--- config.mk ---
export PLATFORM = sky130hd
export DESIGN_NAME = icmp_echo_tunnel_deframer_unit
export DESIGN_NICKNAME = d
export VERILOG_FILES = /design/src/design/iet_pkg.sv /design/src/design/icmp_echo_tunnel_deframer_unit.sv
export SDC_FILE = /design/constraint.sdc
export NUM_CORES = 1
export LEC_CHECK = 0
export BUFFER_PORTS_ARGS = -buffer_cell sky130_fd_sc_hd__buf_2
export CAP_MARGIN = 40
export CORE_ASPECT_RATIO = 0.7
export CORE_MARGIN = 5
export CORE_UTILIZATION = 45
export DETAILED_ROUTE_END_ITERATION = 7
export GPL_ROUTABILITY_DRIVEN = 0
export SLEW_MARGIN = 0
export SYNTH_ARGS = -nofsm -noshare
export SYNTH_HDL_FRONTEND = slang
export SYNTH_SLANG_ARGS = --single-unit
--- constraint.sdc ---
create_clock -name clk -period 27.4 [get_ports clk]
set_clock_uncertainty 0.2 [all_clocks]
set_input_delay 1.37 -clock clk [delete_from_list [all_inputs] [get_ports clk]]
set_output_delay 1.37 -clock clk [all_outputs]
set_load 0.005 [all_outputs]
--- src/design/iet_pkg.sv ---
package iet_pkg;

	// Frame limits
	localparam logic [15:0] MAX_FRAME_BYTES = 16'd65535;

	// IPv4 header layout
	localparam logic [3:0]  IP_VERSION   = 4'd4;
	localparam logic [5:0]  IP_MIN_HDR   = 6'd20;
	localparam logic [15:0] POS_PROTOCOL = 16'd9;
	localparam logic [15:0] POS_SRC_FIRST = 16'd12;
	localparam logic [15:0] POS_SRC_LAST  = 16'd15;
	localparam logic [7:0]  PROTO_ICMP   = 8'd1;

	// ICMP header and session id layout, offsets from the ICMP start
	localparam logic [15:0] REL_TYPE      = 16'd0;
	localparam logic [15:0] REL_ID_HIGH   = 16'd4;
	localparam logic [15:0] REL_ID_LOW    = 16'd5;
	localparam logic [15:0] ICMP_LEN      = 16'd8;
	localparam logic [15:0] SID_LEN       = 16'd8;
	localparam logic [15:0] PAYLOAD_START = ICMP_LEN + SID_LEN;
	localparam logic [7:0]  TYPE_REQUEST  = 8'd8;
	localparam logic [7:0]  TYPE_REPLY    = 8'd0;

	// Verdict codes
	localparam logic [2:0] VERDICT_ACCEPT     = 3'd0;
	localparam logic [2:0] VERDICT_MALFORMED  = 3'd1;
	localparam logic [2:0] VERDICT_NOT_ICMP   = 3'd2;
	localparam logic [2:0] VERDICT_WRONG_TYPE = 3'd3;
	localparam logic [2:0] VERDICT_WRONG_ID   = 3'd4;
	localparam logic [2:0] VERDICT_TOO_LONG   = 3'd5;

	// Configuration register indexes
	localparam int unsigned CFG_INDEX_W = 2;
	localparam int unsigned CFG_DATA_W  = 16;
	localparam logic [CFG_INDEX_W-1:0] REG_SERVER_MODE   = 2'd0;
	localparam logic [CFG_INDEX_W-1:0] REG_TUNNEL_ID     = 2'd1;
	localparam logic [CFG_INDEX_W-1:0] REG_PAYLOAD_CAP   = 2'd2;

	// Result payload, lowest field last so payload_byte sits in bits 7:0
	typedef struct packed {
		logic [3:0]  pad;
		logic        peer_updated;
		logic [15:0] payload_len;
		logic [31:0] source_addr;
		logic [63:0] session_id;
		logic [2:0]  verdict;
		logic [7:0]  payload_byte;
	} result_t;

endpackage

--- src/design/icmp_echo_tunnel_deframer_unit.sv ---
// ICMP echo tunnel deframer.
// Input stream (s_axis_*): one byte of a received IPv4 frame per item, tlast on
// the frame's final byte. The header is checked as it streams: version, IHL,
// protocol ICMP, echo type allowed by server_mode, identifier. The 8 bytes
// after the ICMP header form the session id; later bytes are payload.
// Output stream (m_axis_*): an item for every passed payload byte (tuser = 1)
// and one for the last byte of every frame (tlast = 1) carrying the verdict,
// session id, source address, payload length and peer update flag. Payload
// already passed of a rejected frame is to be discarded downstream.
// Latency: the result appears in the cycle after its byte is accepted.
// Throughput: one byte per cycle; all per-byte work lies between the frame
// state registers and the single output register.
// Stall: while an output item waits and m_axis_tready is low, s_axis_tready
// is low; otherwise a new byte is taken every cycle, also while the waiting
// item leaves.
// Reset: frame state, peer and registers return to defaults (server_mode 0,
// tunnel_identifier 0, payload_capacity 65535); no output item is pending.
// Configuration: cfg_we writes cfg_data to register cfg_index.
module icmp_echo_tunnel_deframer_unit (
	input  logic                                  clk,
	input  logic                                  arst_n,
	// configuration
	input  logic                                  cfg_we,
	input  logic [iet_pkg::CFG_INDEX_W-1:0]       cfg_index,
	input  logic [iet_pkg::CFG_DATA_W-1:0]        cfg_data,
	// frame bytes in
	input  logic                                  s_axis_tvalid,
	output logic                                  s_axis_tready,
	input  logic [7:0]                            s_axis_tdata,   // data_byte
	input  logic                                  s_axis_tlast,   // last_byte
	// results out
	output logic                                  m_axis_tvalid,
	input  logic                                  m_axis_tready,
	// payload_byte[7:0], verdict[10:8], session_id[74:11], source_addr[106:75],
	// payload_len[122:107], peer_updated[123], zero[127:124]
	output logic [127:0]                          m_axis_tdata,
	output logic                                  m_axis_tuser,   // byte_valid
	output logic                                  m_axis_tlast    // frame_end
);

	// configuration registers
	logic        server_mode_q;
	logic [15:0] tunnel_id_q;
	logic [15:0] payload_cap_q;

	// frame state
	logic [15:0] pos_q;
	logic [5:0]  hdr_q;
	logic [2:0]  drop_q;
	logic [7:0]  id_high_q;
	logic [63:0] sess_q;
	logic [31:0] src_q;
	logic        peer_valid_q;
	logic [31:0] peer_q;

	// output register
	logic                 out_valid_q;
	logic                 out_byte_valid_q;
	logic                 out_last_q;
	iet_pkg::result_t     out_q;

	// per-byte logic
	logic        accept;
	logic [7:0]  b;
	logic        oversize;
	logic [5:0]  hdr_n;
	logic [15:0] hdr_ext;
	logic [2:0]  drop_a;
	logic [2:0]  drop_n;
	logic [7:0]  id_high_n;
	logic [63:0] sess_n;
	logic [31:0] src_n;
	logic [15:0] pos_n;
	logic [15:0] rel;
	logic [15:0] pay_idx;
	logic        in_icmp;
	logic        pass;
	logic        emit;
	logic [16:0] n_bytes;
	logic        short_frame;
	logic [16:0] plen_full;
	logic [15:0] plen;
	logic [2:0]  verdict;
	logic        learn;
	iet_pkg::result_t res;

	assign s_axis_tready = !out_valid_q || m_axis_tready;
	assign accept        = s_axis_tvalid && s_axis_tready;
	assign b             = s_axis_tdata;

	// Check one byte against the frame state
	always_comb begin
		oversize  = pos_q >= iet_pkg::MAX_FRAME_BYTES;
		hdr_n     = (pos_q == 16'd0) ? {b[3:0], 2'b00} : hdr_q;
		hdr_ext   = {10'd0, hdr_n};
		drop_a    = drop_q;
		if (oversize) begin
			drop_a = iet_pkg::VERDICT_MALFORMED;
		end else if (pos_q == 16'd0 &&
			(b[7:4] != iet_pkg::IP_VERSION || hdr_n < iet_pkg::IP_MIN_HDR)) begin
			drop_a = iet_pkg::VERDICT_MALFORMED;
		end

		rel       = pos_q - hdr_ext;
		pay_idx   = rel - iet_pkg::PAYLOAD_START;
		in_icmp   = (pos_q >= hdr_ext) && (hdr_n >= iet_pkg::IP_MIN_HDR);
		drop_n    = drop_a;
		id_high_n = id_high_q;
		sess_n    = sess_q;
		pass      = 1'b0;
		if (!oversize && drop_a == iet_pkg::VERDICT_ACCEPT) begin
			if (pos_q == iet_pkg::POS_PROTOCOL && b != iet_pkg::PROTO_ICMP) begin
				drop_n = iet_pkg::VERDICT_NOT_ICMP;
			end else if (in_icmp) begin
				if (rel == iet_pkg::REL_TYPE) begin
					if (!(b == iet_pkg::TYPE_REQUEST ||
						(!server_mode_q && b == iet_pkg::TYPE_REPLY))) begin
						drop_n = iet_pkg::VERDICT_WRONG_TYPE;
					end
				end else if (rel == iet_pkg::REL_ID_HIGH) begin
					id_high_n = b;
				end else if (rel == iet_pkg::REL_ID_LOW) begin
					if ({id_high_q, b} != tunnel_id_q) begin
						drop_n = iet_pkg::VERDICT_WRONG_ID;
					end
				end else if (rel >= iet_pkg::ICMP_LEN && rel < iet_pkg::PAYLOAD_START) begin
					sess_n = {sess_q[55:0], b};
				end else if (rel >= iet_pkg::PAYLOAD_START) begin
					pass = pay_idx < payload_cap_q;
				end
			end
		end

		src_n = src_q;
		if (!oversize && pos_q >= iet_pkg::POS_SRC_FIRST && pos_q <= iet_pkg::POS_SRC_LAST) begin
			src_n = {src_q[23:0], b};
		end
		pos_n = oversize ? pos_q : pos_q + 16'd1;
	end

	// Form the verdict on the last byte
	always_comb begin
		n_bytes     = {1'b0, pos_q} + 17'd1;
		short_frame = (n_bytes < {11'd0, iet_pkg::IP_MIN_HDR}) ||
			(n_bytes < {11'd0, hdr_n} + {1'b0, iet_pkg::PAYLOAD_START});
		plen_full   = n_bytes - {11'd0, hdr_n} - {1'b0, iet_pkg::PAYLOAD_START};
		plen        = plen_full[15:0];
		if (drop_n == iet_pkg::VERDICT_MALFORMED || short_frame) begin
			verdict = iet_pkg::VERDICT_MALFORMED;
		end else if (drop_n != iet_pkg::VERDICT_ACCEPT) begin
			verdict = drop_n;
		end else if (plen > payload_cap_q) begin
			verdict = iet_pkg::VERDICT_TOO_LONG;
		end else begin
			verdict = iet_pkg::VERDICT_ACCEPT;
		end
		learn = s_axis_tlast && verdict == iet_pkg::VERDICT_ACCEPT && server_mode_q &&
			(!peer_valid_q || peer_q != src_n);
		emit  = pass || s_axis_tlast;

		res              = '0;
		res.payload_byte = pass ? b : 8'd0;
		if (s_axis_tlast) begin
			res.verdict      = verdict;
			res.peer_updated = learn;
			if (verdict == iet_pkg::VERDICT_ACCEPT) begin
				res.session_id  = sess_n;
				res.source_addr = src_n;
				res.payload_len = plen;
			end
		end
	end

	// Write configuration registers
	always_ff @(posedge clk or negedge arst_n) begin
		if (!arst_n) begin
			server_mode_q <= 1'b0;
			tunnel_id_q   <= 16'd0;
			payload_cap_q <= 16'hFFFF;
		end else if (cfg_we) begin
			unique case (cfg_index)
				iet_pkg::REG_SERVER_MODE: server_mode_q <= cfg_data[0];
				iet_pkg::REG_TUNNEL_ID:   tunnel_id_q   <= cfg_data;
				iet_pkg::REG_PAYLOAD_CAP: payload_cap_q <= cfg_data;
				default: ;
			endcase
		end
	end

	// Advance frame state; clear it after the last byte
	always_ff @(posedge clk or negedge arst_n) begin
		if (!arst_n) begin
			pos_q        <= 16'd0;
			hdr_q        <= 6'd0;
			drop_q       <= iet_pkg::VERDICT_ACCEPT;
			id_high_q    <= 8'd0;
			sess_q       <= 64'd0;
			src_q        <= 32'd0;
			peer_valid_q <= 1'b0;
			peer_q       <= 32'd0;
		end else if (accept) begin
			if (s_axis_tlast) begin
				pos_q     <= 16'd0;
				hdr_q     <= 6'd0;
				drop_q    <= iet_pkg::VERDICT_ACCEPT;
				id_high_q <= 8'd0;
				sess_q    <= 64'd0;
				src_q     <= 32'd0;
			end else begin
				pos_q     <= pos_n;
				hdr_q     <= hdr_n;
				drop_q    <= drop_n;
				id_high_q <= id_high_n;
				sess_q    <= sess_n;
				src_q     <= src_n;
			end
			if (learn) begin
				peer_valid_q <= 1'b1;
				peer_q       <= src_n;
			end
		end
	end

	// Hold the result until taken
	always_ff @(posedge clk or negedge arst_n) begin
		if (!arst_n) begin
			out_valid_q <= 1'b0;
		end else if (accept) begin
			out_valid_q <= emit;
		end else if (m_axis_tready) begin
			out_valid_q <= 1'b0;
		end
	end

	always_ff @(posedge clk) begin
		if (accept && emit) begin
			out_q            <= res;
			out_byte_valid_q <= pass;
			out_last_q       <= s_axis_tlast;
		end
	end

	assign m_axis_tvalid = out_valid_q;
	assign m_axis_tdata  = out_q;
	assign m_axis_tuser  = out_byte_valid_q;
	assign m_axis_tlast  = out_last_q;

`ifndef NO_ASSERTIONS
	// A result is either a passed payload byte or a frame end
	a_result_kind: assert property (@(posedge clk) disable iff (!arst_n)
		m_axis_tvalid |-> (m_axis_tuser || m_axis_tlast))
		else $error("result item is neither payload nor frame end");

	// Verdict and peer flag stay zero on plain payload items
	a_mid_frame_zero: assert property (@(posedge clk) disable iff (!arst_n)
		(m_axis_tvalid && !m_axis_tlast) |->
		(out_q.verdict == iet_pkg::VERDICT_ACCEPT && !out_q.peer_updated))
		else $error("verdict fields set on a mid-frame item");

	// A peer is learned only on an accepted frame
	a_learn_accepted: assert property (@(posedge clk) disable iff (!arst_n)
		(m_axis_tvalid && out_q.peer_updated) |->
		(m_axis_tlast && out_q.verdict == iet_pkg::VERDICT_ACCEPT))
		else $error("peer learned on a rejected frame");

	// Frame state restarts after the last byte
	a_frame_restart: assert property (@(posedge clk) disable iff (!arst_n)
		(accept && s_axis_tlast) |=> (pos_q == 16'd0 && drop_q == iet_pkg::VERDICT_ACCEPT))
		else $error("frame state not cleared after last byte");

	// Byte position never runs past the frame limit
	a_pos_bound: assert property (@(posedge clk) disable iff (!arst_n)
		pos_q <= iet_pkg::MAX_FRAME_BYTES)
		else $error("byte position beyond frame limit");
`endif

endmodule

==> Word-level counts from Yosys, hierarchy flattened <==
Cells that the tools add are included.
{ "classes": {"n_addsub": 7, "magnitude_cmp": 13, "eq_ne": 14, "muxes": 44, "n_reduce_logical": 42} }
{ "ops": {"columns": ["cell", "count"], "rows": [
  ["64-bit 2-to-1 mux", 8],
  ["32-bit 2-to-1 mux", 2],
  ["8-bit 2-to-1 mux", 6],
  ["3-bit 2-to-1 mux", 14],
  ["16-bit by 3-bit equality test with 1-bit output (second input constant)", 2],
  ["16-bit by 4-bit >= comparator with 1-bit output (second input constant)", 2],
  ["16-bit zero test", 2],
  ["16-bit 2-to-1 mux", 2],
  ["32-bit != test", 1],
  ["16-bit by 5-bit subtractor with 16-bit output (second input constant)", 2],
  ["16-bit by 6-bit subtractor with 16-bit output", 2],
  ["16-bit by 1-bit adder with 17-bit output (second input constant)", 1],
  ["17-bit by 5-bit less-than comparator with 1-bit output (second input constant)", 1],
  ["17-bit by 7-bit less-than comparator with 1-bit output", 1],
  ["16-bit by 1-bit adder with 16-bit output (second input constant)", 1],
  ["16-bit by 4-bit equality test with 1-bit output (second input constant)", 1],
  ["16-bit >= comparator (second input constant)", 1],
  ["16-bit by 5-bit >= comparator with 1-bit output (second input constant)", 1],
  ["16-bit by 6-bit >= comparator with 1-bit output", 1],
  ["16-bit > comparator", 1],
  ["16-bit by 4-bit less-or-equal comparator with 1-bit output (second input constant)", 1],
  ["16-bit less-than comparator", 1],
  ["16-bit by 5-bit less-than comparator with 1-bit output (second input constant)", 1],
  ["16-bit != test", 1],
  ["other kinds (22)", 64]
]} }
{ "word_totals": {"register_bits": 322, "output_inout_bits": 132, "elab_cells": 140} }

==> Longest topological paths before layout <==
Gate-level depths: netlist (run 1).
{ "depth": {"word_depth": 22, "ltp_mapped": 31} }

==> Worst setup path before layout (run 1) <==
OpenSTA, ideal clock, no wires.
{ "synth_timing": {"path_kind": "reg2reg", "start": "register pos_q[1]", "end": "register out_q (netlist bit m_axis_tdata[0]) (enable)", "setup_ps": 613, "t_arrival_ps": 10805, "slack_ps": 15782, "path_stages_with_launch": 24, "n_path_buf": 0, "period_less_slack_ps": 11618, "path_cell_list": "dfrtp_1 > inv_1 > ha_1 > or4b_2 > nor4_4 > and2b_1 > ha_1 > fa_1 > a221oi_1 > mux2i_1 > a32oi_1 > o21a_1 > xor2_1 > nand2_2 > nor4b_1 > o21ai_0 > xnor2_1 > ha_1 > a21o_1 > a21oi_1 > nand2_1 > nor2_1 > a21oi_1 > nor2_1"} }
{ "synth_via": {"elab_chain_len": 15, "elab_cells_between_ends": 36, "classes_between": "2 x add/sub; 8 x order compare; 3 x eq/ne; 11 x mux; 12 x reduce/logical"} }
{ "synth_rtl": {"columns": ["element", "line_no", "source"], "rows": [
  ["start: declaration", "icmp_echo_tunnel_deframer_unit.sv:47", "logic [15:0] pos_q;"],
  ["start signal: assignment", "icmp_echo_tunnel_deframer_unit.sv:210", "pos_q <= pos_n;"],
  ["16-bit zero test", "icmp_echo_tunnel_deframer_unit.sv:94, icmp_echo_tunnel_deframer_unit.sv:99", null],
  ["6-bit 2-to-1 mux", "icmp_echo_tunnel_deframer_unit.sv:94", "hdr_n = (pos_q == 16'd0) ? {b[3:0], 2'b00} : hdr_q;"],
  ["16-bit by 6-bit subtractor with 16-bit output", "icmp_echo_tunnel_deframer_unit.sv:104", "rel = pos_q - hdr_ext;"],
  ["16-bit by 5-bit subtractor with 16-bit output", "icmp_echo_tunnel_deframer_unit.sv:105", "pay_idx = rel - iet_pkg::PAYLOAD_START;"],
  ["16-bit less-than comparator", "icmp_echo_tunnel_deframer_unit.sv:129", "pass = pay_idx < payload_cap_q;"],
  ["1-bit 2-to-1 mux", "icmp_echo_tunnel_deframer_unit.sv:128", "end else if (rel >= iet_pkg::PAYLOAD_START) begin"],
  ["1-bit 2-to-1 mux", "icmp_echo_tunnel_deframer_unit.sv:126", "end else if (rel >= iet_pkg::ICMP_LEN && rel < iet_pkg::PAYLOAD_START) begin"],
  ["1-bit 2-to-1 mux", "icmp_echo_tunnel_deframer_unit.sv:122", "end else if (rel == iet_pkg::REL_ID_LOW) begin"],
  ["1-bit 2-to-1 mux", "icmp_echo_tunnel_deframer_unit.sv:120", "end else if (rel == iet_pkg::REL_ID_HIGH) begin"],
  ["1-bit 2-to-1 mux", "icmp_echo_tunnel_deframer_unit.sv:115", "if (rel == iet_pkg::REL_TYPE) begin"],
  ["1-bit 2-to-1 mux", "icmp_echo_tunnel_deframer_unit.sv:114", "end else if (in_icmp) begin"],
  ["1-bit 2-to-1 mux", "icmp_echo_tunnel_deframer_unit.sv:112", "if (pos_q == iet_pkg::POS_PROTOCOL && b != iet_pkg::PROTO_ICMP) begin"],
  ["1-bit 2-to-1 mux *", "icmp_echo_tunnel_deframer_unit.sv:111", "if (!oversize && drop_a == iet_pkg::VERDICT_ACCEPT) begin"],
  ["1-bit logical OR *", "icmp_echo_tunnel_deframer_unit.sv:159", "emit = pass || s_axis_tlast;"],
  ["1-bit logical AND *", "icmp_echo_tunnel_deframer_unit.sv:236", "if (accept && emit) begin"],
  ["end signal: assignment", "icmp_echo_tunnel_deframer_unit.sv:237", "out_q <= res;"],
  ["end: declaration", "icmp_echo_tunnel_deframer_unit.sv:60", "iet_pkg::result_t out_q;"]
]} }
Mark *: on every way between the ends. The rest lies on a longest branch, timed or not.
A chain may end at the register's enable or synchronous reset.

==> Final worst setup path (run 1) <==
{ "layout_timing": {"start": "register pos_q[1]", "end": "register out_q (netlist bit m_axis_tdata[70]) (enable)"} }
The elaborated chain is that of the path after synthesis.

==> impl_metrics.py, run 1 <==
metrics = {
    "run_status": {
        "status": "complete, no violations",
    },
    "clock_network": {
        "cts.sinks": 322,
        "cts_resized": 0,
        "clk_latency_ns": 0.54,
        "hold_buffers": 0,
        "clkSlewWorstSetupHoldPaths_ns": 0.06,
        "root_buffer": "clkbuf_16",
        "h-tree-depth": 2,
        "cts_buffer_depth": 3,
        "cts_setup_buffers": 0,
        "cts_tree": "built",
        "cts_inserted_buffers": 35,
    },
    "timing": {
        "drv_slew": 0,
        "slew_headroom": 0.4228,
        "rsz0062_at_grt": "no",
        "post-route-min-period_ns": 8.784,
        "layout_setup_ws_ns": 18.62,
        "whs_ns": 0.2729,
        "fin_crit_sh": 0.3206,
        "setup-violations-final": 0,
        "finalHoldViolations": 0,
        "tightest_slew_ns": 0.8632,
        "setup_tns_ns": 0,
        "timing.fmax_mhz": 113.8,
    },
    "cells_and_area": {
        "area_delta_synth_final_pct": 13.33,
        "fin_area_mm2": 0.01922,
        "final_cell_mix": "219 x nand2_1, 180 x dfrtp_1, 158 x buf_2",
        "utilization": 0.5166,
        "final_common_cell": "nand2_1",
        "fin_nets": 1809,
        "n_antenna_cell": 0,
        "instances_no_fill": 2238,
        "drive_gt1_frac": 0.1817,
    },
    "die": {
        "start_util": 0.4558,
        "rows": 59,
        "die-area_mm2": 0.04173,
        "io_pins": 164,
        "core_area_mm2": 0.03721,
        "fp.dieW_um": 242.0,
        "fp.dieH_um": 172.4,
    },
    "critical_path": {
        "critPathKind": "flip-flop to flip-flop",
        "cp_max_fo": 46,
        "cp-end-kind": "flip-flop",
        "crit_required_ns": 27.41,
        "start_kind": "flip-flop",
        "arrival_ns": 8.80,
    },
    "detailed_routing": {
        "wl_per_cell_um": 21.01,
        "dr.first_iter.drc_count": 1233,
        "vias": 12870,
        "drt_wl_total_mm": 47.02,
        "viasPerCell": 5.751,
        "drc": 0,
        "ant_nets": 0,
        "drtPass1Iterations": 5,
    },
    "logic_synthesis": {
        "synth_area_mm2": 0.01696,
        "syn_avg_cell_area_um2": 10.59,
        "synth-seq-area-share": 0.5135,
        "synth_seq_cells": 322,
        "netlist_instances": 1602,
        "synth-edff-count": 126,
        "async_flop_share": 0.6087,
        "ys.flop_type": "dfrtp_1",
        "synth_warnings": 0,
        "yosysUniqueCellTypes": 87,
    },
    "place": {
        "post-dp-hpwl_mm": 32.40,
        "placed_cells": 2174,
        "io_buffers": 159,
        "place_area_mm2": 0.01810,
        "dp_slack_ns": 18.73,
    },
    "grt": {
        "grt_pass1_wl_mm": 72.75,
        "grt_max_degree": 80,
        "antenna_found_initial": 3,
        "grt_use_total": 0.2196,
        "grt-ovfl-total": 0,
        "grt_pass1_vias": 12340,
    },
    "worst_hold_path": {
        "hold_class": "flip-flop to flip-flop",
    },
    "run": {
        "cap_violations": 0,
    },
    "pwr": {
        "p_per_area_mw_per_mm2": 67.28,
        "finalPower_mw": 1.293,
        "ir_drop_mv": 0.03501,
        "p_leak_nw": 8.248,
    },
}
==> path summary, 6_finish.rpt <==
path | slack [ns] | cells after the start | from | end
max in group asynchronous | 25.20 | 2 | arst_n | tunnel_id_q[7]$_DFFE_PN0P_
worst min-delay path | 0.27 | 1 | peer_valid_q$_DFFE_PN0P_ | peer_valid_q$_DFFE_PN0P_
worst max-delay path | 18.62 | 26 | pos_q[1]$_DFFE_PN0P_ | m_axis_tdata[70]$_SDFFCE_PP0P_
worst min register to register | 0.27 | 1 | peer_valid_q$_DFFE_PN0P_ | peer_valid_q$_DFFE_PN0P_
worst max register to register | 18.62 | 26 | pos_q[1]$_DFFE_PN0P_ | m_axis_tdata[70]$_SDFFCE_PP0P_
min in group asynchronous | 0.64 | 1 | arst_n | src_q[18]$_DFFE_PN0P_
==> synthesized netlist by cell type (all sizes together) (4+ instances only) <==
cell type / count / area, um2
a222oi: 4 / 40.04
nor4: 15 / 133.9
dfstp: 16 / 420.4
o221ai: 5 / 43.79
or4: 4 / 33.78
nor2: 77 / 291.5
o211ai: 5 / 37.54
a21o: 12 / 90.09
a221oi: 4 / 35.03
buf: 51 / 384.1
nor3b: 5 / 37.54
or3: 7 / 43.79
nor4b: 6 / 67.56
and3: 20 / 130.1
inv: 91 / 341.6
a21oi: 107 / 543.0
xor2: 44 / 392.9
nand4: 16 / 100.1
nand3: 24 / 137.6
nor3: 32 / 186.4
edfxtp: 126 / 3784
nor2b: 31 / 193.9
ha: 51 / 638.1
o21ai: 72 / 371.6
nand3b: 5 / 37.54
dfrtp: 180 / 4504
a32oi: 4 / 35.03
clkbuf: 49 / 183.9
o31ai: 5 / 37.54
mux2i: 23 / 230.2
o21a: 12 / 90.09
nand2: 220 / 828.3
a211oi: 4 / 30.03
xnor2: 39 / 341.6
a31oi: 4 / 25.02
and2: 9 / 56.30
nand2b: 11 / 68.82
mux2: 58 / 653.1
o22ai: 9 / 56.30
a22o: 103 / 902.1
==> area by class of cell <==
cell class                 instances  area (um2)
clock buffer                      49       969.7
clock inverter                    15       145.1
fill                            3337       17990
inverter                          91       341.6
multi-input combinational       1092        7387
sequential                       322        8708
tap                              488       610.6
timing repair buffer             181        1057
==> routing by layer <==
layer,track usage,vias up,share of wire
li1,-,5959,-
met1,0.3364,6358,0.48
met2,0.3146,474,0.42
met3,0.05362,80,0.081
met4,0.05232,0,0.021
met5,0,-,0
==> kinds of logic after synthesis <==
| group | after synthesis | share of synthesized area |
|---|---|---|
| simple gates | 492 | 0.1433 |
| compound gates | 377 | 0.1522 |
| flops | 322 | 0.5135 |
| buf+inv | 191 | 0.05364 |
| xor+xnor | 83 | 0.04331 |
| mux | 81 | 0.05209 |
| fa+ha+maj | 55 | 0.04176 |
| other cells | 1 | 0.0002211 |
==> worst max-delay path, stage by stage, from the launching register on <==
cell and delay [ns]:
dfrtp_1 0.46, inv_1 0.16, ha_1 0.20, or4b_2 0.68, nor4_4 0.45, and2b_1 0.27, ha_1 0.20, fa_1 0.44
a221oi_1 0.30, mux2i_1 0.20, a32oi_1 0.22, o21a_1 0.23, xor2_1 0.33, nand2_2 0.17, nor4b_1 0.51, o21ai_0 0.22
xnor2_1 0.16, ha_1 0.31, a21o_1 0.18, a21oi_1 0.18, nand2_1 0.08, nor2_1 0.42, a21oi_1 0.21, nor2_4 0.55
buf_16 0.25, buf_4 0.51, buf_12 0.33
==> registers in the layout (all words and copies together) (netlist names), 3 cells and up <==
signal / flops
m_axis_tdata: 124
peer_q: 32
tunnel_id_q: 16
payload_cap_q: 16
src_q: 32
sess_q: 64
hdr_q: 6
pos_q: 16
drop_q: 3
id_high_q: 8
==> where the power goes <==
part,total (mW),switching (mW),internal [mW]
clock,0.462,0.202,0.261
sequential,0.543,0.0155,0.527
combinational,0.288,0.177,0.110
Power figures use the tool's default switching activity.
==> run 2, diff against run 1 <==
Settings changed: PLACE_DENSITY set to 0.66.
Clock period 27.4 ns to 7.6 ns, I/O delays scaled along.
==> run 2 against run 1 <==
Via count grew 2.1%. Clock power increased to 3.6 times the previous value. Register-to-register slack lost 18 ns. Fmax increased by 23%. Sequential power grew to 3.6 times the previous value. Flip-flop and latch count unchanged. Routed wire length grew 1.8%.
==> impl_metrics.py, run 2 (same netlist as run 1, synthesis figures left out) <==
metrics = {
    "timing": {
        "layout_setup_ws_ns": 0.4694,
        "setup-violations-final": 0,
        "post-route-min-period_ns": 7.131,
        "setup_tns_ns": 0,
        "timing.fmax_mhz": 140.2,
        "drv_slew": 0,
        "whs_ns": 0.05620,
        "slew_headroom": 0.3963,
        "rsz0062_at_grt": "no",
        "fin_crit_sh": 0.9382,
        "tightest_slew_ns": 0.9029,
        "finalHoldViolations": 0,
    },
    "grt": {
        "grt_max_degree": 96,
        "antenna_found_initial": 1,
        "grt_pass1_wl_mm": 74.33,
        "grt-ovfl-total": 0,
        "grt_pass1_vias": 12870,
        "grt_use_total": 0.2233,
    },
    "cells_and_area": {
        "largest_reg_flops": 124,
        "fin_area_mm2": 0.01947,
        "fin_nets": 1837,
        "final_common_cell": "nand2_1",
        "final_cell_mix": "219 x nand2_1, 179 x dfrtp_1, 159 x buf_2",
        "instances_no_fill": 2265,
        "drive_gt1_frac": 0.1896,
        "n_antenna_cell": 0,
        "area_delta_synth_final_pct": 14.81,
    },
    "pwr": {
        "ir_drop_mv": 0.1516,
        "combPwrFrac": 0.228,
        "clkPwrFrac": 0.355,
        "p_per_area_mw_per_mm2": 240.7,
        "p_leak_nw": 8.382,
        "switching_share": 0.2998,
        "p_int_mw": 3.282,
        "switching_power_mw": 1.405,
        "p_seq_frac": 0.417,
    },
    "critical_path": {
        "critPathMaxStageDelay_ns": 0.76,
        "timing.critical_path.from": "pos_q[13]$_DFFE_PN0P_",
        "worst-path-buf-inv": 4,
        "cp-end-kind": "flip-flop",
        "cp_top_family": "simple AND/OR/NAND/NOR gates",
        "cpMaxStageDelayCell": "or4_1",
        "critPathKind": "flip-flop to flip-flop",
        "crit_chain": "or4_1, nor4_4, buf_4, mux2i_1, inv_2, xnor2_1, ha_1, a21o_1, a21o_1, nand2b_1, o41ai_1, xnor2_1, inv_1, ha_1, nand4_1, o41ai_1, a22o_1, nand4_1, nor3_1, nand3_2, buf_4, mux2_1",
        "arrival_ns": 7.33,
        "r2r-start": "pos_q[13]$_DFFE_PN0P_",
        "start_kind": "flip-flop",
        "cp_max_fo": 33,
        "crit_required_ns": 7.80,
        "reg2reg_setup_slack_ns": 0.47,
    },
    "die": {
        "core_area_mm2": 0.03721,
        "rows": 59,
        "fp.dieW_um": 242.0,
        "io_pins": 164,
        "fp.dieH_um": 172.4,
        "start_util": 0.4558,
        "die-area_mm2": 0.04173,
    },
    "place": {
        "io_buffers": 159,
        "place_area_mm2": 0.01816,
        "dp_slack_ns": 0.5258,
        "post-dp-hpwl_mm": 32.94,
        "placed_cells": 2181,
    },
    "detailed_routing": {
        "dr.first_iter.drc_count": 1438,
        "m1WireLength_mm": 21.64,
        "vias": 13150,
        "wl_met2_mm": 21.12,
        "drt_wl_total_mm": 47.86,
        "top_layer_used": "met4",
        "wl_met3_mm": 4.067,
        "wl_per_cell_um": 21.13,
        "drc": 0,
        "drtPass1Iterations": 6,
        "viasPerCell": 5.804,
        "ant_nets": 0,
    },
    "clock_network": {
        "root_buffer": "clkbuf_16",
        "cts_inserted_buffers": 34,
        "cts.sinks": 322,
        "clkSlewWorstSetupHoldPaths_ns": 0.06,
        "cts_buffer_depth": 3,
        "cts_tree": "built",
        "clk_latency_ns": 0.54,
        "cts_resized": 0,
        "h-tree-depth": 2,
    },
    "worst_hold_path": {
        "worstHoldStart": "cfg_index[1]",
        "hold_class": "input pin to flip-flop",
    },
    "run_status": {
        "status": "complete, no violations",
    },
    "run": {
        "cap_violations": 0,
    },
}
## run 2: cell type report
| type | instances | area, um2 |
|---|---|---|
| Clock inverter | 15 | 166.4 |
| Sequential cell | 322 | 8710 |
| Tap cell | 488 | 610.6 |
| Fill cell | 3327 | 17740 |
| Multi-Input combinational cell | 1092 | 7436 |
| Inverter | 91 | 341.6 |
| Timing Repair Buffer | 210 | 1275 |
| Clock buffer | 47 | 930.9 |
## run 2: stage by stage
stage	utilization	power, mW
2_1_floorplan	-	2.653
5_1_grt	0.5233	4.896
3_5_place_dp	0.4882	3.006
3_3_place_gp	0.4873	2.977
6_report	0.5233	4.687
4_1_cts	0.5226	4.686
## run 2: what timing repair did
| item | 4_1_cts | 5_1_grt |
|---|---|---|
| hold buffers | 18 | 0 |
| endpoints found under the setup margin | 0 | 22 |
| endpoints found under the hold margin | 116 | 0 |
| buffers inserted | 0 | 3 |
## run 2: power by group through the flow
stage / Clock (mW) / Sequential [mW] / Combinational (mW)
2_1_floorplan: 0 / 1.97 / 0.678
3_3_place_gp: 0 / 1.98 / 0.993
3_5_place_dp: 0 / 1.99 / 1.02
4_1_cts: 1.70 / 1.95 / 1.04
5_1_grt: 1.77 / 1.96 / 1.17
6_report: 1.66 / 1.95 / 1.07
## run 2: path summary, 6_finish.rpt
| kind | cells after the start | end |
|---|---|---|
| max in group asynchronous | 3 | sess_q[41]$_DFFE_PN0P_ |
| max | 22 | peer_q[13]$_DFFE_PN0P_ |
| min reg2reg | 2 | src_q[26]$_DFFE_PN0P_ |
| max reg2reg | 22 | peer_q[13]$_DFFE_PN0P_ |
| min in group asynchronous | 2 | peer_q[24]$_DFFE_PN0P_ |
| min | 3 | server_mode_q$_DFFE_PN0P_ |
## run 2: metal layers
metal / global-route usage / vias up
met2: 0.3436 / 597
met5: 0 / -
met4: 0.05281 / 0
met1: 0.3224 / 6438
met3: 0.05532 / 85
li1: - / 6025
## run 2: worst min-delay path: cells and delay by family
kind                   cells  cell delay [ns]
multiplexers               1             0.22
buffers and inverters      1             0.09
AND/OR/NAND/NOR            1             0.06
==> run 3, diff against run 2 <==
Settings changed: CELL_PAD_IN_SITES_DETAIL_PLACEMENT set to 2, CELL_PAD_IN_SITES_GLOBAL_PLACEMENT set to 2, CORE_UTILIZATION 45 to 35, PLACE_DENSITY 0.66 to not set, PLACE_DENSITY_LB_ADDON set to 0.1.
==> run 3 against run 2 <==
Critical endpoint is now m_axis_tdata[121]$_SDFFCE_PP0P_. Clock power is 11% higher. Register-to-register slack worse by 0.04 ns. Flip-flop and latch count stayed put. First-iteration DRC count is 38% lower. Setup slack worse by 0.038 ns.
==> impl_metrics.py, run 3 (same netlist as run 1, synthesis figures left out) <==
metrics = {
    "run_status": {
        "status": "complete, no violations",
    },
    "critical_path": {
        "cp_max_fo": 93,
        "cp-end-kind": "flip-flop",
        "arrival_ns": 7.33,
        "crit_required_ns": 7.76,
        "critPathKind": "flip-flop to flip-flop",
        "start_kind": "flip-flop",
    },
    "timing": {
        "finalHoldViolations": 0,
        "setup-violations-final": 0,
        "tightest_slew_ns": 0.9247,
        "setup_tns_ns": 0,
        "fin_crit_sh": 0.9432,
        "timing.fmax_mhz": 139.5,
        "post-route-min-period_ns": 7.168,
        "slew_headroom": 0.3768,
        "drv_slew": 0,
    },
    "die": {
        "io_pins": 164,
        "rows": 67,
        "fp.dieH_um": 194.2,
        "core_area_mm2": 0.04787,
        "die-area_mm2": 0.05303,
        "fp.dieW_um": 273.1,
        "start_util": 0.3543,
    },
    "grt": {
        "grt_pass1_vias": 14360,
        "grt_max_degree": 124,
        "grt-ovfl-total": 0,
        "grt_use_total": 0.2177,
        "grt_pass1_wl_mm": 90.53,
        "antenna_found_initial": 0,
    },
    "cells_and_area": {
        "fin_area_mm2": 0.01995,
        "instances_no_fill": 2447,
        "n_antenna_cell": 0,
        "area_delta_synth_final_pct": 17.66,
        "final_cell_mix": "219 x nand2_1, 179 x dfrtp_1, 158 x buf_2",
        "largest_reg_flops": 124,
        "final_common_cell": "nand2_1",
        "drive_gt1_frac": 0.1992,
        "utilization": 0.4169,
        "fin_nets": 1849,
    },
    "pwr": {
        "finalPower_mw": 4.950,
        "p_per_area_mw_per_mm2": 248.1,
        "ir_drop_mv": 0.1405,
        "p_leak_nw": 8.524,
    },
    "clock_network": {
        "cts_tree": "built",
        "cts_buffer_depth": 3,
        "clkSlewWorstSetupHoldPaths_ns": 0.06,
        "cts.sinks": 322,
        "cts_inserted_buffers": 37,
        "clk_latency_ns": 0.55,
        "h-tree-depth": 2,
        "root_buffer": "clkbuf_16",
    },
    "detailed_routing": {
        "top_layer_used": "met4",
        "drt_wl_total_mm": 59.24,
        "viasPerCell": 5.480,
        "wl_met2_mm": 25.45,
        "m1WireLength_mm": 30.17,
        "dr.first_iter.drc_count": 891,
        "vias": 13410,
        "wl_per_cell_um": 24.21,
        "ant_nets": 0,
        "drc": 0,
        "wl_met3_mm": 2.758,
        "drtPass1Iterations": 5,
    },
    "place": {
        "io_buffers": 159,
        "placed_cells": 2355,
        "post-dp-hpwl_mm": 41.10,
        "place_area_mm2": 0.01846,
    },
    "worst_hold_path": {
        "hold_class": "input pin to flip-flop",
    },
    "run": {
        "cap_violations": 0,
    },
}
==> run 3: changes by cell type in the layout (fill, tap and decap cells not counted), moves of 2 or more <==
cell and delta:
clkinv_2 -2, clkbuf_8 +3, nor4_2 -2, nor4_4 +2, clkbuf_1 -2, clkbuf_16 +5, buf_12 +3, buf_4 +6
==> run 3: final cells by class <==
type | instances | area, um2
fillers | 5014 | 27910
flip-flops and latches | 322 | 8710
multi-input cells | 1092 | 7475
repair buffers | 219 | 1374
clock buffers | 53 | 1090
well taps | 655 | 819.5
inverters | 91 | 341.6
clock inverters | 15 | 145.1
==> run 3: metrics by stage <==
step | hold slack (ns) | setup slack (ns)
after floorplan | -0.1156 | 0.00004574
after global placement | 0.2455 | 0.1776
after detailed placement | 0.2534 | -0.01357
after CTS | 0.03760 | 0.009631
after global routing | 0.04360 | -0.05403
final | 0.05918 | 0.4317
==> run 3: power breakdown <==
group | switching (mW) | total [mW] | internal (mW)
Combinational | 0.720 | 1.15 | 0.427
Sequential | 0.0560 | 1.96 | 1.90
Clock | 0.770 | 1.85 | 1.08
Total | 1.55 | 4.95 | 3.40
==> run 3: timing repair <==
| action | in CTS | in global routing |
|---|---|---|
| gates resized for setup | 1 | 4 |
| endpoints found under the setup margin | 3 | 268 |
| hold buffers | 18 | 0 |
| hold endpoints to repair | 96 | 0 |
| buffers inserted | 0 | 6 |
| pin swaps | 0 | 5 |
==> run 3: critical path, cell delays in order, from the launching register on <==
cell,delay (ns)
dfrtp_1,0.58
or4_4,0.69
nor4_4,0.33
buf_4,0.21
mux2_2,0.42
xnor2_1,0.17
ha_1,0.35
o21ai_0,0.09
nand2b_1,0.11
a21o_1,0.20
a21o_1,0.22
nand2b_1,0.23
or2_2,0.38
nor2_1,0.21
xor2_2,0.37
inv_1,0.10
ha_1,0.23
nor4_1,0.29
a32o_1,0.21
a22o_1,0.24
nand4_1,0.16
nand3b_1,0.36
buf_12,0.31
nor2b_1,0.27
==> run 3: path summary, 6_finish.rpt <==
path / startpoint / to / slack, ns / cells past startpoint
setup / recovery: pos_q[8]$_DFFE_PN0P_ / m_axis_tdata[121]$_SDFFCE_PP0P_ / 0.43 / 23
hold / removal: cfg_index[1] / server_mode_q$_DFFE_PN0P_ / 0.06 / 3
setup reg to reg: pos_q[8]$_DFFE_PN0P_ / m_axis_tdata[121]$_SDFFCE_PP0P_ / 0.43 / 23
hold reg to reg: peer_valid_q$_DFFE_PN0P_ / peer_valid_q$_DFFE_PN0P_ / 0.28 / 1
max in group asynchronous: arst_n / src_q[22]$_DFFE_PN0P_ / 5.74 / 3
min in group asynchronous: arst_n / tunnel_id_q[15]$_DFFE_PN0P_ / 0.25 / 2
==> run 3: routing by layer <==
| metal | global-route usage | vias up |
|---|---|---|
| met5 | 0 | - |
| met4 | 0.03436 | 0 |
| met3 | 0.03439 | 63 |
| met2 | 0.3266 | 301 |
| met1 | 0.3376 | 7009 |
| li1 | - | 6036 |
